$ cat config.mk
export PLATFORM = sky130hd
export DESIGN_NAME = bap_avg_out
export DESIGN_NICKNAME = d
export VERILOG_FILES = /design/src/design/bap_pkg.sv /design/src/design/bap_avg_out.sv
export SDC_FILE = /design/constraint.sdc
export NUM_CORES = 2
export LEC_CHECK = 0
export BUFFER_PORTS_ARGS = -buffer_cell sky130_fd_sc_hd__buf_4
export CORE_MARGIN = 3
export CORE_UTILIZATION = 40
export DETAILED_ROUTE_END_ITERATION = 7
export PLACE_DENSITY_LB_ADDON = 0.1
export RECOVER_POWER = 50
export SKIP_LAST_GASP = 1
export SYNTH_ARGS = -nofsm -noshare
export SYNTH_HDL_FRONTEND = slang
export SYNTH_SLANG_ARGS = --single-unit
$ cat constraint.sdc
create_clock -name i_clk -period 19.15 [get_ports i_clk]
set_input_delay 1.915 -clock i_clk [delete_from_list [all_inputs] [get_ports i_clk]]
set_output_delay 1.915 -clock i_clk [all_outputs]
set_load 0.1 [all_outputs]
$ cat src/design/bap_pkg.sv
// Shared types, sizes and reciprocal tables for the block average pooling unit.
package bap_pkg;

    localparam int MAX_WIDTH  = 1024;
    localparam int MAX_HEIGHT = 1024;
    localparam int MAX_POOL   = 16;

    localparam int COL_W  = $clog2(MAX_WIDTH);
    localparam int ROW_W  = $clog2(MAX_HEIGHT);
    localparam int PIX_W  = 8;
    localparam int SUM_W  = 16;
    localparam int PIDX_W = $clog2(MAX_POOL);
    localparam int POOL_W = 5;
    localparam int DIM_W  = 11;

    // reciprocal scaling: floor(x/p) = (x * ceil(2^15/p)) >> 15 for x < 1024
    localparam int RCP_SHIFT  = 15;
    localparam int RCP_W      = 16;
    // floor(s/(p*p)) = (s * ceil(2^24/(p*p))) >> 24 for s < 65536
    localparam int ARCP_SHIFT = 24;
    localparam int ARCP_W     = 25;

    localparam int APB_AW = 4;
    localparam int APB_DW = 32;

    // register index = paddr[3:2]
    localparam logic [1:0] REG_POOL_SIZE    = 2'd0;
    localparam logic [1:0] REG_IMAGE_WIDTH  = 2'd1;
    localparam logic [1:0] REG_IMAGE_HEIGHT = 2'd2;

    typedef logic [2:0][SUM_W-1:0] t_sums;
    typedef logic [2:0][PIX_W-1:0] t_pixel;

    typedef struct packed {
        logic [ROW_W-1:0] block_row;
        logic [COL_W-1:0] block_col;
        logic             frame_done;
    } t_blk_info;

    typedef enum logic [4:0] {
        S_IDLE = 5'b00001,
        S_DIV  = 5'b00010,
        S_READ = 5'b00100,
        S_ADD  = 5'b01000,
        S_AVG  = 5'b10000
    } t_state;

    // ceil(2^15 / (idx+1))
    function automatic logic [RCP_W-1:0] pool_recip(input logic [PIDX_W-1:0] idx);
        logic [RCP_W-1:0] m;
        case (idx)
            4'd0:    m = 16'd32768;
            4'd1:    m = 16'd16384;
            4'd2:    m = 16'd10923;
            4'd3:    m = 16'd8192;
            4'd4:    m = 16'd6554;
            4'd5:    m = 16'd5462;
            4'd6:    m = 16'd4682;
            4'd7:    m = 16'd4096;
            4'd8:    m = 16'd3641;
            4'd9:    m = 16'd3277;
            4'd10:   m = 16'd2979;
            4'd11:   m = 16'd2731;
            4'd12:   m = 16'd2521;
            4'd13:   m = 16'd2341;
            4'd14:   m = 16'd2185;
            default: m = 16'd2048;
        endcase
        return m;
    endfunction

    // ceil(2^24 / (idx+1)^2)
    function automatic logic [ARCP_W-1:0] area_recip(input logic [PIDX_W-1:0] idx);
        logic [ARCP_W-1:0] m;
        case (idx)
            4'd0:    m = 25'd16777216;
            4'd1:    m = 25'd4194304;
            4'd2:    m = 25'd1864136;
            4'd3:    m = 25'd1048576;
            4'd4:    m = 25'd671089;
            4'd5:    m = 25'd466034;
            4'd6:    m = 25'd342393;
            4'd7:    m = 25'd262144;
            4'd8:    m = 25'd207127;
            4'd9:    m = 25'd167773;
            4'd10:   m = 25'd138655;
            4'd11:   m = 25'd116509;
            4'd12:   m = 25'd99274;
            4'd13:   m = 25'd85599;
            4'd14:   m = 25'd74566;
            default: m = 25'd65536;
        endcase
        return m;
    endfunction

endpackage

$ cat src/design/bap_avg_out.sv
// Block average divide by pool area and result output register.
module bap_avg_out (
    input  logic                       i_clk,
    input  logic                       i_rst_n,
    input  logic                       i_load,
    input  bap_pkg::t_blk_info         i_info,
    input  bap_pkg::t_sums             i_sums,
    input  logic [bap_pkg::PIDX_W-1:0] i_pool_idx,
    output logic                       o_free,
    output logic                       o_out_valid,
    input  logic                       i_out_ready,
    output logic [bap_pkg::ROW_W-1:0]  o_block_row,
    output logic [bap_pkg::COL_W-1:0]  o_block_col,
    output logic [bap_pkg::PIX_W-1:0]  o_avg0,
    output logic [bap_pkg::PIX_W-1:0]  o_avg1,
    output logic [bap_pkg::PIX_W-1:0]  o_avg2,
    output logic                       o_frame_done
);
    import bap_pkg::*;

    localparam int PROD_W = SUM_W + ARCP_W;

    logic                    r_valid;
    t_blk_info               r_info;
    t_pixel                  r_avg;
    logic [ARCP_W-1:0]       w_recip;
    logic [2:0][PROD_W-1:0]  w_prod;

    assign w_recip = area_recip(i_pool_idx);
    assign o_free  = !r_valid || i_out_ready;

    always_comb begin
        for (int c = 0; c < 3; c++) begin
            w_prod[c] = PROD_W'(i_sums[c]) * PROD_W'(w_recip);
        end
    end

    always_ff @(posedge i_clk) begin
        if (!i_rst_n) begin
            r_valid <= 1'b0;
        end else if (i_load) begin
            r_valid <= 1'b1;
        end else if (i_out_ready) begin
            r_valid <= 1'b0;
        end
    end

    always_ff @(posedge i_clk) begin
        if (i_load) begin
            r_info <= i_info;
            for (int c = 0; c < 3; c++) begin
                r_avg[c] <= w_prod[c][ARCP_SHIFT +: PIX_W];
            end
        end
    end

    assign o_out_valid  = r_valid;
    assign o_block_row  = r_info.block_row;
    assign o_block_col  = r_info.block_col;
    assign o_frame_done = r_info.frame_done;
    assign o_avg0       = r_avg[0];
    assign o_avg1       = r_avg[1];
    assign o_avg2       = r_avg[2];

`ifndef SYNTHESIS
    a_no_overwrite: assert property (@(posedge i_clk) disable iff (!i_rst_n)
        i_load |-> (!r_valid || i_out_ready))
        else $error("result register overwritten while still pending");
`endif

endmodule

==> metrics.md <==
| Metric | Value |
|---|---|
| Vias per inst | 4.87 |
| FP Rows | 103 |
| Worst Tran Pin Value | 3150 ps |
| Fin Setup TNS | 0 ps |
| R2r endpoint | o_out_valid |
| Status | finished with violations |
| Gpl congestion | 0.782 |
| Worst R2R Path Depth | 2 |
| Synth warn | 0 |
| Placed Area | 0.0338 mm² |
| First-pass DRT Iterations | 6 |
| Max cap viols | 1 |
| Fin crit period | 9820 ps |
| Final Hold Fails | 0 |
| Peak VDD IR | 0.170 mV |
| Post-route clock period utilization | 0.513 |
| Critical path class | in -> reg |
| Antenna Violating Nets Remaining | 0 |
| Top delay family on crit path | adder cells |
| Number of enable flip-flop cells after synthesis | 45 |
| Synthesized flop and latch total | 46 |
| Pleak | 16.9 nW |
| Setup Fix Bufs, Post-CTS | 0 |
| Reg2reg setup slack | 18500 ps |
| Die Y | approximately 290 µm |
| Combinational power share | 0.933 |
| Largest stage delay, worst path | 690 ps |
| Utilization after layout | 0.430 |
| Clock Path Buffers | 2 |
| Cts hold-fix bufs | 0 |
| Post-synth top flop | edfxtp_1 |
| Net Sw Frac | 0.567 |
| Worst-path clk slew | 110 ps |
| Synth unique cells | 67 |
| Hold path endpoint | o_out_valid |
| Post-layout nets | 4646 |
| HP Start | o_out_valid |
| CTS Buf Count | 5 |
| CTS sink count | 46 |
| Initial antenna violation count | 1 |
| Avg WL per Cell | 18.7 µm |
| Clock Skew | 0 ps |
| Core ar. | 0.0791 mm² |
| Failing checks | max-capacitance violations, max-slew violations |
| GRT Overall Usage | 0.219 |
| Layout cells sized above 1 | 0.0540 |
| Max-slew headroom | -1.10 |
| Crit-path max FO | 48 |
| CP max-delay cell | a21o_1 |
| Placed instance count | 4562 |
| Slew Limit Fails | 47 |
| CP Capture Type | register |
| I/O Buffers | between 100 and 150 |
| Clock Latency Late Sink | roughly 340 ps |
| Fmax | 0.102 GHz |
| Post-Syn Instances | 3560 |
| Initial drt markers | 955 |
| First-pass GRT wire length | between 100000 and 150000 µm |
| Io pins | around 120 |
| TritonCTS clock tree | built |
| Area growth syn-to-layout | 6.24% |
| CP Depth | 25 |
| Overall power | 5.00 mW |
| Register area share after synthesis | 0.0429 |
| Buffers & Inverters on Critical Path | 6 |
| Root Buffer | clkbuf_16 |
| Endpoints failing setup | 0 |
| Critical R2R Launch | o_out_valid |
| Net Switching | 2.84 mW |
| Via count | around 22k |
| Async set or reset register ratio after synthesis | 0 |
| WP data arrival | 9890 ps |
| Synth Cell Area | 0.0320 mm² |
| Syn_nets | 4687 |
| WHS Path Cells | 2 |
| Cell Count, Final, Fillers Out | ~4.6k |
| Most used cell, CP | fa_1 |
| Hold WC Path Type | reg -> reg |
| Synth Area per Inst | between 8 and 9 µm² |
| Overflow after GRT | 0 |
| Largest net degree at the start of global routing | 49 |
| Final Cell Area | ~0.034 mm² |
| Startpoint types | input port |
| CTS resizes | 0 |
| PwrDens | 147 mW/mm² |
| Vias in the first global route | 24.9k |
| RSZ-0062 raised after global routing | false |
| H-tree levels | 2 |
| Number of remaining DRC errors | 0 |
| Horiz. Die Dim | roughly 290 µm |
| Routed wire length | 85500 µm |
| HPWL after detailed placement | 64600 µm |
| Int Pwr | 2.17 mW |
| Clock power share | 0.021 |
| Worst path required time | 19220 ps |
| Die Area | between 0.08 and 0.09 mm² |
| Starting Density | 0.404 |
| Share of power burned in registers | 0.046 |
==> worst max-delay path by stage <==
stage | startpoint | end
4_1_cts | i_pool_idx[1] | o_avg1[7]
5_1_grt | i_pool_idx[1] | o_avg1[7]
6_report | i_pool_idx[1] | o_avg1[7]
3_3_place_gp | i_pool_idx[1] | o_avg1[7]
2_1_floorplan | i_pool_idx[1] | o_avg1[7]
3_5_place_dp | i_pool_idx[1] | o_avg1[7]
==> cell families (layout without fill, tap and decap cells) <==
logic type / after synthesis / in the layout / share of synthesized area
multiplexers: 6 / 6 / 0.00199
AO/OA/AOI/OAI: 154 / 154 / 0.0349
AND/OR/NAND/NOR: 1143 / 1143 / 0.173
adder cells (fa/ha/maj): 1050 / 1050 / 0.600
XOR/XNOR: 61 / 61 / 0.0176
buffers and inverters: 1100 / 1060 / 0.130
flip-flops: 46 / 46 / 0.0429
other: 0 / 1 / 0
==> worst reg2reg max path, stage by stage (launching register included) <==
cell and delay, ps:
dfxtp_1 350, nand2b_1 80, a21boi_0 160
==> power by group through the flow <==
stage	logic (mW)	registers (mW)	clock network [mW]
6_report	4.67	0.231	0.107
5_1_grt	5.45	0.235	0.114
4_1_cts	4.72	0.231	0.112
3_5_place_dp	4.68	0.232	0
3_3_place_gp	4.70	0.234	0
2_1_floorplan	3.33	0.456	0
==> layout by cell type (no fill, tap or decap), drive strengths merged, types with 3 or more instances in the layout <==
cell,instances
inv,904
fa,807
nand2,607
and2,433
ha,243
buf,126
xnor2,45
edfxtp,45
a21oi,43
a21o,29
nor2,29
clkbuf,29
nand3,18
o21ai,18
xor2,14
nor3,12
nand2b,11
a31oi,7
o21a,7
nand4,6
and3,6
o221ai,6
nor2b,5
a211oi,5
a21boi,4
a221o,4
nor3b,4
mux2,3
mux2i,3
nor4,3
and4,3
o2111ai,3
a211o,3
o22ai,3
or2,3
o31ai,3
==> flip-flops by register name, summed over array words and instances, names as in the netlist <==
signal	count
o_avg0	8
o_avg1	8
o_avg2	8
o_block_col	10
o_block_row	10
o_frame_done	1
o_out_valid	1
==> through the flow <==
stage          setup WS [ps]  hold WS (ps)
2_1_floorplan          10560          1770
3_3_place_gp            9110           518
3_5_place_dp            8960           519
4_1_cts                 9300           538
5_1_grt                 8760           569
6_report                9330           534
==> synthesized netlist by cell type (all sizes together) (11+ instances only) <==
master	instances	area, µm²
xnor2	45	394
fa	807	16200
clkbuf	188	706
nor2	29	109
a21o	29	218
xor2	14	123
inv	902	3390
and2	433	2710
edfxtp	45	1350
a21oi	43	215
o21ai	18	90.1
nand2b	11	71.3
nor3	12	60.1
ha	243	3040
nand3	18	90.1
nand2	607	2280
==> per-layer routing <==
metal,GRT usage,share of wire,vias up
li1,-,-,10100
met1,0.317,0.47,11700
met2,0.368,0.49,368
met3,0.0135,0.032,54
met4,0.0398,0.016,0
met5,0,0,-
==> area by class of cell <==
| type | instances | area, µm² |
|---|---|---|
| fill | 8020 | 45100 |
| multi-input combinational | 2414 | 26700 |
| inverter | 902 | 3390 |
| sequential | 46 | 1370 |
| tap | 1050 | 1310 |
| timing repair buffer | 150 | 1110 |
| clock buffer | 5 | 125 |
| clock inverter | 3 | 28.8 |
| antenna | 1 | 2.50 |
Note: power is estimated with default switching activity, not from simulation.
